`config.mk`:
```
export PLATFORM = sky130hd
export DESIGN_NAME = clip_rect_stack_core
export DESIGN_NICKNAME = d
export VERILOG_FILES = /design/src/crs_pkg.sv /design/src/clip_rect_stack_core.sv
export SDC_FILE = /design/constraint.sdc
export NUM_CORES = 2
export LEC_CHECK = 0
export ABC_AREA = 1
export BUFFER_PORTS_ARGS = -buffer_cell sky130_fd_sc_hd__buf_2
export CORE_AREA = 5 5 468 470
export CTS_BUF_LIST = sky130_fd_sc_hd__clkbuf_4 sky130_fd_sc_hd__clkbuf_8
export DETAILED_ROUTE_END_ITERATION = 7
export DIE_AREA = 0 0 473 475
export PLACE_DENSITY = 0.43
export SLEW_MARGIN = 30
export SYNTH_ARGS = -nofsm -noshare
export SYNTH_HDL_FRONTEND = slang
export SYNTH_SLANG_ARGS = --single-unit
export TNS_END_PERCENT = 5
```
`constraint.sdc`:
```
create_clock -name clk -period 15.5 [get_ports clk]
set_input_delay 1.55 -clock clk [delete_from_list [all_inputs] [get_ports clk]]
set_output_delay 1.55 -clock clk [all_outputs]
set_load 0.05 [all_outputs]
```
`src/crs_pkg.sv`:
```
// Shared types and constants for the clip rectangle stack.
`default_nettype none
package crs_pkg;

	// Stack geometry.
	localparam int STACK_DEPTH = 16;
	localparam int IDX_W       = $clog2(STACK_DEPTH);
	localparam int CNT_W       = $clog2(STACK_DEPTH + 1);

	// Field widths.
	localparam int COORD_W = 32;
	localparam int CLIP_W  = 14;
	localparam int DEPTH_W = 5;
	localparam int CFG_W   = 32;

	// Reset screen size.
	localparam logic [CLIP_W-1:0] SCREEN_W_RST = CLIP_W'(320);
	localparam logic [CLIP_W-1:0] SCREEN_H_RST = CLIP_W'(240);

	typedef enum logic [1:0] {
		OP_PUSH  = 2'd0,
		OP_POP   = 2'd1,
		OP_RESET = 2'd2
	} op_t;

	typedef enum logic [1:0] {
		CFG_CAMERA_X      = 2'd0,
		CFG_CAMERA_Y      = 2'd1,
		CFG_SCREEN_WIDTH  = 2'd2,
		CFG_SCREEN_HEIGHT = 2'd3
	} cfg_idx_t;

	typedef enum logic {
		ST_DONE = 1'b0,
		ST_FULL = 1'b1
	} status_t;

	typedef struct packed {
		logic [CLIP_W-1:0] left;
		logic [CLIP_W-1:0] top;
		logic [CLIP_W-1:0] width;
		logic [CLIP_W-1:0] height;
	} clip_t;

endpackage
`default_nettype wire

```
`src/clip_rect_stack_core.sv`:
```
// Clip rectangle stack: camera shift, screen and top-of-stack intersection, stack storage.
`default_nettype none
// Channel   Handshake                   Payload
// --------  --------------------------  ----------------------------------------------
// item      item_valid / item_stall     opcode, rect_left, rect_top, rect_width,
//                                       rect_height
// result    result_valid / result_stall clip_left, clip_top, clip_width, clip_height,
//                                       depth, status
// config    cfg_we (no handshake back)  cfg_index, cfg_data
//
// Each item is registered straight into the result register, so one item can transfer
// every cycle while result_stall is low. The critical path is the 33-bit camera subtract,
// saturation, edge add and compare, followed by the 15-bit intersection with the top.
// Reset leaves the stack empty (depth 0, top clip all zero) and the registers at their
// defaults. item_stall follows result_stall while a result is held; the stack entries
// live in flip-flops with the current top held in its own register.
module clip_rect_stack_core (
	input  wire logic                                clk,
	input  wire logic                                arst_n,
	// configuration
	input  wire logic                                cfg_we,
	input  wire logic [1:0]                          cfg_index,
	input  wire logic [crs_pkg::CFG_W-1:0]           cfg_data,
	// item channel
	input  wire logic                                item_valid,
	output logic                                     item_stall,
	input  wire logic [1:0]                          opcode,
	input  wire logic signed [crs_pkg::COORD_W-1:0]  rect_left,
	input  wire logic signed [crs_pkg::COORD_W-1:0]  rect_top,
	input  wire logic signed [crs_pkg::COORD_W-1:0]  rect_width,
	input  wire logic signed [crs_pkg::COORD_W-1:0]  rect_height,
	// result channel
	output logic                                     result_valid,
	input  wire logic                                result_stall,
	output logic [crs_pkg::CLIP_W-1:0]               clip_left,
	output logic [crs_pkg::CLIP_W-1:0]               clip_top,
	output logic [crs_pkg::CLIP_W-1:0]               clip_width,
	output logic [crs_pkg::CLIP_W-1:0]               clip_height,
	output logic [crs_pkg::DEPTH_W-1:0]              depth,
	output logic                                     status
);

	localparam int CW = crs_pkg::CLIP_W;

	// Configuration registers.
	logic signed [crs_pkg::COORD_W-1:0] camera_x_q;
	logic signed [crs_pkg::COORD_W-1:0] camera_y_q;
	logic [CW-1:0]                      screen_w_q;
	logic [CW-1:0]                      screen_h_q;

	// Stack state: entries plus a copy of the current top (zero when empty).
	crs_pkg::clip_t                     entries_q [crs_pkg::STACK_DEPTH];
	crs_pkg::clip_t                     top_q;
	logic [crs_pkg::CNT_W-1:0]          count_q;

	// Result register.
	logic                               result_valid_q;
	crs_pkg::clip_t                     result_clip_q;
	logic [crs_pkg::DEPTH_W-1:0]        result_depth_q;
	logic                               result_status_q;

	logic                               item_xfer;

	// Hold the item whenever a result waits and downstream stalls.
	assign item_stall = result_valid_q && result_stall;
	assign item_xfer  = item_valid && !item_stall;

	always_ff @(posedge clk or negedge arst_n) begin
		if (!arst_n) begin
			camera_x_q <= '0;
			camera_y_q <= '0;
			screen_w_q <= crs_pkg::SCREEN_W_RST;
			screen_h_q <= crs_pkg::SCREEN_H_RST;
		end else if (cfg_we) begin
			case (crs_pkg::cfg_idx_t'(cfg_index))
				crs_pkg::CFG_CAMERA_X:      camera_x_q <= cfg_data;
				crs_pkg::CFG_CAMERA_Y:      camera_y_q <= cfg_data;
				crs_pkg::CFG_SCREEN_WIDTH:  screen_w_q <= cfg_data[CW-1:0];
				crs_pkg::CFG_SCREEN_HEIGHT: screen_h_q <= cfg_data[CW-1:0];
				default: ;
			endcase
		end
	end

	// ---------------------------------------------------------------------
	// Push geometry: camera shift with saturation to 32-bit signed.
	// ---------------------------------------------------------------------
	localparam int COORD_W_P1 = crs_pkg::COORD_W + 1;
	logic signed [COORD_W_P1-1:0] dx, dy;
	logic signed [crs_pkg::COORD_W-1:0] sat_x, sat_y;

	function automatic logic signed [crs_pkg::COORD_W-1:0] sat_coord(
		input logic signed [crs_pkg::COORD_W:0] v
	);
		logic [1:0] hi;
		hi = v[crs_pkg::COORD_W:crs_pkg::COORD_W-1];
		case (hi)
			2'b01:   sat_coord = {1'b0, {(crs_pkg::COORD_W-1){1'b1}}};
			2'b10:   sat_coord = {1'b1, {(crs_pkg::COORD_W-1){1'b0}}};
			default: sat_coord = v[crs_pkg::COORD_W-1:0];
		endcase
	endfunction

	assign dx    = COORD_W_P1'(rect_left) - COORD_W_P1'(camera_x_q);
	assign dy    = COORD_W_P1'(rect_top)  - COORD_W_P1'(camera_y_q);
	assign sat_x = sat_coord(dx);
	assign sat_y = sat_coord(dy);

	// Screen intersection in 34-bit signed, where origin plus extent cannot overflow.
	localparam int EW = crs_pkg::COORD_W + 2;
	logic signed [EW-1:0] x_e, y_e, w_e, h_e, sw_e, sh_e;
	logic signed [EW-1:0] l1, t1, r1, b1, x_end, y_end;
	logic                 empty1;
	crs_pkg::clip_t       rect1;

	assign x_e  = EW'(sat_x);
	assign y_e  = EW'(sat_y);
	// Drop negative extents to zero.
	assign w_e  = rect_width[crs_pkg::COORD_W-1]  ? '0 : EW'(rect_width);
	assign h_e  = rect_height[crs_pkg::COORD_W-1] ? '0 : EW'(rect_height);
	assign sw_e = $signed({{(EW-CW){1'b0}}, screen_w_q});
	assign sh_e = $signed({{(EW-CW){1'b0}}, screen_h_q});

	assign x_end  = x_e + w_e;
	assign y_end  = y_e + h_e;
	assign l1     = (x_e > 0) ? x_e : '0;
	assign t1     = (y_e > 0) ? y_e : '0;
	assign r1     = (x_end < sw_e) ? x_end : sw_e;
	assign b1     = (y_end < sh_e) ? y_end : sh_e;
	assign empty1 = (r1 <= l1) || (b1 <= t1);

	always_comb begin
		rect1 = '0;
		if (!empty1) begin
			rect1.left   = l1[CW-1:0];
			rect1.top    = t1[CW-1:0];
			rect1.width  = CW'(r1 - l1);
			rect1.height = CW'(b1 - t1);
		end
	end

	// Intersection with the current top; all values are non-negative 14-bit.
	logic [CW:0]    l2, t2, r2, b2, ra, rb, ba, bb;
	logic           empty2;
	crs_pkg::clip_t rect2, push_rect;

	assign ra = {1'b0, rect1.left} + {1'b0, rect1.width};
	assign rb = {1'b0, top_q.left} + {1'b0, top_q.width};
	assign ba = {1'b0, rect1.top}  + {1'b0, rect1.height};
	assign bb = {1'b0, top_q.top}  + {1'b0, top_q.height};
	assign l2 = (rect1.left > top_q.left) ? {1'b0, rect1.left} : {1'b0, top_q.left};
	assign t2 = (rect1.top  > top_q.top)  ? {1'b0, rect1.top}  : {1'b0, top_q.top};
	assign r2 = (ra < rb) ? ra : rb;
	assign b2 = (ba < bb) ? ba : bb;
	assign empty2 = (r2 <= l2) || (b2 <= t2);

	always_comb begin
		rect2 = '0;
		if (!empty2) begin
			rect2.left   = l2[CW-1:0];
			rect2.top    = t2[CW-1:0];
			rect2.width  = CW'(r2 - l2);
			rect2.height = CW'(b2 - t2);
		end
	end

	// An empty stack clips only against the screen.
	assign push_rect = (count_q == '0) ? rect1 : rect2;

	// ---------------------------------------------------------------------
	// Stack update.
	// ---------------------------------------------------------------------
	crs_pkg::clip_t            full_rect, below_rect, top_d;
	logic [crs_pkg::CNT_W-1:0] count_d;
	logic                      status_d;
	logic                      wr_en;
	logic [crs_pkg::IDX_W-1:0] wr_idx, below_idx;
	crs_pkg::clip_t            wr_data;

	assign full_rect  = '{left: '0, top: '0, width: screen_w_q, height: screen_h_q};
	assign below_idx  = crs_pkg::IDX_W'(count_q - crs_pkg::CNT_W'(2));
	assign below_rect = entries_q[below_idx];

	always_comb begin
		top_d    = top_q;
		count_d  = count_q;
		status_d = crs_pkg::ST_DONE;
		wr_en    = 1'b0;
		wr_idx   = crs_pkg::IDX_W'(count_q);
		wr_data  = push_rect;
		case (crs_pkg::op_t'(opcode))
			crs_pkg::OP_PUSH: begin
				if (count_q >= crs_pkg::CNT_W'(crs_pkg::STACK_DEPTH)) begin
					status_d = crs_pkg::ST_FULL;
				end else begin
					wr_en   = 1'b1;
					top_d   = push_rect;
					count_d = count_q + crs_pkg::CNT_W'(1);
				end
			end
			crs_pkg::OP_POP: begin
				// Keep the base entry.
				if (count_q > crs_pkg::CNT_W'(1)) begin
					top_d   = below_rect;
					count_d = count_q - crs_pkg::CNT_W'(1);
				end
			end
			crs_pkg::OP_RESET: begin
				wr_en   = 1'b1;
				wr_idx  = '0;
				wr_data = full_rect;
				top_d   = full_rect;
				count_d = crs_pkg::CNT_W'(1);
			end
			default: ;
		endcase
	end

	always_ff @(posedge clk) begin
		if (item_xfer && wr_en) begin
			entries_q[wr_idx] <= wr_data;
		end
	end

	always_ff @(posedge clk or negedge arst_n) begin
		if (!arst_n) begin
			count_q <= '0;
			top_q   <= '0;
		end else if (item_xfer) begin
			count_q <= count_d;
			top_q   <= top_d;
		end
	end

	// Result register: load on transfer in, drop valid when taken downstream.
	always_ff @(posedge clk or negedge arst_n) begin
		if (!arst_n) begin
			result_valid_q <= 1'b0;
		end else if (item_xfer) begin
			result_valid_q <= 1'b1;
		end else if (!result_stall) begin
			result_valid_q <= 1'b0;
		end
	end

	always_ff @(posedge clk) begin
		if (item_xfer) begin
			result_clip_q   <= top_d;
			result_depth_q  <= crs_pkg::DEPTH_W'(count_d);
			result_status_q <= status_d;
		end
	end

	assign result_valid = result_valid_q;
	assign clip_left    = result_clip_q.left;
	assign clip_top     = result_clip_q.top;
	assign clip_width   = result_clip_q.width;
	assign clip_height  = result_clip_q.height;
	assign depth        = result_depth_q;
	assign status       = result_status_q;

endmodule
`default_nettype wire

```
**Word-level counts from Yosys, hierarchy flattened**

Memory sizes are Yosys's and may differ from the RTL's.
Cells that the tools add are included.

- RAM bits: 896
- Bits in latches: 0
- ROM bits: 0
- Output and inout port bits: 64
- Memories: 1
- Flip-flop bits (word level): 216
- Word-level logic and storage cells: 99

- Add/subtract/negate cells: 15
- Order comparisons: 14
- Shift operators: 0
- Equal/unequal tests: 10
- $mul: 0
- Reductions and logical operators: 13
- Divide/modulo/power cells: 0
- Bitwise gates (word level): 0
- Mux-type cells: 30

Memories:

| name | words | width | rd ports | clocked after memory_dff | write ports | RTL line | source |
|---|---|---|---|---|---|---|---|
| entries_q | 16 | 56 | 1 | 0 | 1 | clip_rect_stack_core.sv:52 | `crs_pkg::clip_t entries_q [crs_pkg::STACK_DEPTH];` |

Operator list:

| kind | number |
|---|---|
| 56-bit two-way mux | 6 |
| 56-bit case mux with 3 select lines | 1 |
| 34-bit two-way mux | 4 |
| 32-bit case mux with 2 select lines | 2 |
| 34-bit less-or-equal comparator | 2 |
| 32-bit by 32-bit adder with 33-bit output | 2 |
| 33-bit by 15-bit less-than comparator with 1-bit output | 2 |
| 32-bit by 32-bit subtractor with 33-bit output | 2 |
| 32-bit by 1-bit greater-than comparator with 1-bit output, second input constant | 2 |
| 31-bit two-way mux | 2 |
| 14-bit by 14-bit adder with 15-bit output | 4 |
| 14-bit subtractor | 4 |
| 15-bit by 14-bit less-or-equal comparator with 1-bit output | 2 |
| 15-bit less-than comparator | 2 |
| 15-bit two-way mux | 2 |
| 14-bit greater-than comparator | 2 |
| 14-bit two-way mux | 2 |
| 5-bit case mux with 3 select lines | 1 |
| 2-bit equality test, second input constant | 5 |
| 5-bit two-way mux | 2 |
| 2-bit by 1-bit equality test with 1-bit output, second input constant | 4 |
| 2-bit AND reduction | 4 |
| 1-bit two-way mux | 6 |
| 5-bit by 1-bit adder with 5-bit output, second input constant | 1 |
| other kinds (12) | 16 |

**Longest topological paths before layout**

- Depth after elaboration: 18
- Depth in mapped cells: 115

**Worst setup path after synthesis**

OpenSTA, ideal clock, no wires.

- Path type: input to register
- Start: in rect_left[0] (netlist bit)
- End: mem entries_q[0][25] (netlist bit) (data pin)
- Setup time: 205 ps
- Path slack: -973 ps
- Path buffers: 8
- Stages: 101
- Arrival: 16268 ps
- Required time: 15295 ps
- Cell sequence: inv_1 -> ha_1 -> inv_1 -> fa_1 -> a21oi_1 -> inv_1 -> a21oi_1 -> inv_1 -> nand3_1 -> nand2_1 -> a31o_2 -> o21ai_0 -> inv_1 -> ha_1 -> clkbuf_1 -> clkinv_1 -> nand2_1 -> clkbuf_1 -> (+65 left out) -> a211oi_1 -> nor2_1 -> o21ai_0 -> nand2_1 -> nand2_1 -> nand2_1 -> a21oi_1 -> nor2_1 -> o21ai_0 -> nand2_1 -> nand2_1 -> inv_1 -> o21ai_0 -> nand2_1 -> xor2_1 -> o21ai_1 -> nand3_1 -> nand2_1

RTL lines:

| item | RTL line | source |
|---|---|---|
| start: declaration | clip_rect_stack_core.sv:28 | `input wire logic signed [crs_pkg::COORD_W-1:0] rect_left,` |
| end: declaration | clip_rect_stack_core.sv:52 |  |

==> flow_summary.yaml <==
global_route:
  grt.overflow.total: 0
  antenna_found_initial: 18
  grt_max_degree: 164
  grt_pass1_vias: 55200
  gr-usage-all-layers_pct: 21.82
  top_usage_layer: "met2"
  met2_usage_pct: 36.74
  grt_pass1_wl_mm: 368.1
  use_met3_pct: 2.626
  met1_usage_pct: 30.06
place:
  io_buffer_count: 232
  place_congestion: 0.9144
  dp.cells: 11040
  dpl.hpwl_mm: 171.7
cts:
  cts_root_buffer: "clkbuf_8"
  clkSinkCount: 1112
  htreeDepth: 4
  clk_pin_slew_ps: 60
  cts_hold_buf: 0
  cts_tree: "built"
  worst_skew_pair.late_latency_ps: 940
  cts_made_buffers: 192
  clockBufferDepth: 3
sta:
  period_needed_ps: 14760
  report.final.slew_viol_count: 0
  setup_viol: 0
  tightest_slew_ps: 1037
  fmax_mhz: 67.76
  hold_violations: 0
  min_period_over_period_pct: 95.21
  slew_headroom_pct: 30.85
  fin_skew_ps: 64.76
logic_synthesis:
  yosysTopAreaCell: "edfxtp_1"
  synth_cells: 7184
  synth_top_area_share_pct: 45.05
  seq_area_frac_synth_pct: 51.10
  ys.flop_type: "edfxtp_1"
  avgSynthCellArea_um2: 8.888
  async_reset_ff_share_pct: 13.85
  ys_seq_elements: 1112
  synth_edf_count: 958
  syn_area_um2: 63850
  ys_types: 64
  ys_warn_count: 0
  synth.area.top_cells: "edfxtp_1 (45%), nand2_1 (10%), ha_1 (7.1%), dfrtp_1 (5.8%), o21ai_0 (4.4%)"
route:
  antenna_left: 0
  drtIter0Drc: 4418
  drc_errors: 0
  vias: 57050
  dr.pass1.iters: 6
  wl_mm: 253.6
  wl_per_cell_um: 22.13
  avgViaCountPerCell: 4.979
run:
  drv_cap: 0
setup_path:
  r2r_slack_ps: 1080
  cp-start-kind: "primary input"
  cp_slowest_cell: "fa_2"
  end_kind: "flop"
  critPathArrivalTime_ps: 15490
  cp_data_required_time_ps: 16230
  critPathMostFrequentCell: "nand2_1"
  critPathMaxStageDelay_ps: 360
  crit_type: "in -> reg"
  crit_fanout: 12
min_path:
  hp-class: "reg -> reg"
floorplan:
  coreArea_um2: 214000
  start_util_pct: 29.84
  chipHeight_um: 475
  fp-row-count: 170
  die-area_um2: 224700
  die_x_um: 473
  ioPinCount: 233
layout:
  final_cell_count_no_fill: 11460
  drive_gt1_share_pct: 24.52
  nNetsFinal: 8993
  syn_to_final_growth_pct: 29.04
status:
  status: "complete, no violations"
==> area by class of cell <==
cell class | count | area (µm²)
clock inverter | 81 | 669.4
antenna | 9 | 22.52
timing repair buffer | 1389 | 10660
inverter | 741 | 2811
clock buffer | 273 | 3332
fill | 21860 | 131600
tap | 2838 | 3551
sequential | 1112 | 32640
multi-input combinational | 5015 | 28710
==> cell usage in the layout, fill, tap and decap left out, types with 19 or more instances in the layout <==
master / n
ha_1: 331
nor3_1: 35
nand4_1: 46
buf_4: 1083
o21bai_1: 21
o2111ai_1: 30
o21ai_0: 521
clkbuf_8: 206
a21boi_1: 50
ha_4: 25
nor2_1: 535
clkbuf_4: 68
buf_2: 231
o21ai_1: 68
or2_2: 23
buf_12: 46
clkinv_1: 42
nand2_2: 66
a21oi_2: 45
inv_1: 693
xnor2_1: 50
nand2_1: 1706
o211ai_1: 40
nand3_2: 19
dfrtp_1: 146
o31ai_1: 28
o21ai_2: 23
a21oi_1: 498
o22ai_1: 108
inv_2: 37
a221oi_1: 91
nor2_2: 29
edfxtp_1: 958
xor2_1: 67
nand3_1: 310
nor2_4: 39
==> layer usage <==
layer  share of wire (%)  vias to the layer above
li1                    -                    27430
met1                  46                    27960
met2                  48                     1389
met3                 4.3                      284
met4                 2.2                        0
met5                   0                        -
==> per-stage QoR <==
step           setup slack [ps]  util, %  instance area (µm²)  setup TNS (ps)  hold WS (ps)
2_1_floorplan             20.42        -                63880               0         453.0
5_1_grt                  -159.3    38.50                82380          -12870         508.1
3_5_place_dp              -1959    35.73                76450        -1598280         472.9
3_3_place_gp              -1871    35.66                76300        -1536860         467.6
4_1_cts                   1.842    37.74                80750               0         487.7
6_report                  742.6    38.50                82390               0         484.9
==> registers in the layout, summed over array words and instances, names as in the netlist, 5 cells and up <==
name         count
clip_left       14
clip_width      14
clip_height     14
depth            5
screen_w_q      14
top_q           56
camera_y_q      32
clip_top        14
count_q          5
camera_x_q      32
screen_h_q      14
entries_q      896
==> critical path, delay by kind of cell <==
family | cells | cell delay [ps]
buffers and inverters | 16 | 1540
adder cells (fa/ha/maj) | 10 | 2770
AO/OA/AOI/OAI | 30 | 4660
AND/OR/NAND/NOR | 42 | 4420
XOR/XNOR | 3 | 480
==> path summary, 6_finish.rpt <==
| kind | to | cells past startpoint | from |
|---|---|---|---|
| min in group asynchronous | camera_y_q[28] | 1 | arst_n |
| setup / recovery | entries_q[9][25] | 101 | rect_top[0] |
| hold reg to reg | camera_x_q[3] | 2 | camera_x_q[3] |
| hold / removal | camera_x_q[3] | 2 | camera_x_q[3] |
| setup reg to reg | entries_q[9][25] | 98 | camera_y_q[23] |
| max in group asynchronous | top_q[26] | 2 | arst_n |
==> logic make-up after synthesis <==
group,synth area share [%]
XOR/XNOR,1.742
AO/OA/AOI/OAI,15.02
other,0.005873
flip-flops,51.10
adder cells (fa/ha/maj),7.438
buffers and inverters,6.333
AND/OR/NAND/NOR,18.36
==> what timing repair did <==
action	4_1_cts	5_1_grt
gates cloned	0	3
setup buffers	5	45
endpoints found under the setup margin	1008	1008
pin swaps	14	112
gates resized for setup	67	288
==> synth_stat cells, types with 31 or more instances <==
| library cell | count |
|---|---|
| a21boi_1 | 49 |
| a21oi_1 | 544 |
| a221oi_1 | 91 |
| buf_1 | 33 |
| clkbuf_1 | 270 |
| dfrtp_1 | 148 |
| edfxtp_1 | 958 |
| ha_1 | 362 |
| inv_1 | 711 |
| nand2_1 | 1749 |
| nand3_1 | 326 |
| nand4_1 | 46 |
| nor2_1 | 584 |
| nor3_1 | 45 |
| o2111ai_1 | 31 |
| o211ai_1 | 40 |
| o21ai_0 | 565 |
| o21ai_1 | 44 |
| o22ai_1 | 108 |
| o31ai_1 | 31 |
| xnor2_1 | 54 |
| xor2_1 | 73 |
Power is not shown: default switching activity piles up to over one toggle a cycle in this logic, so the estimate is an artifact.
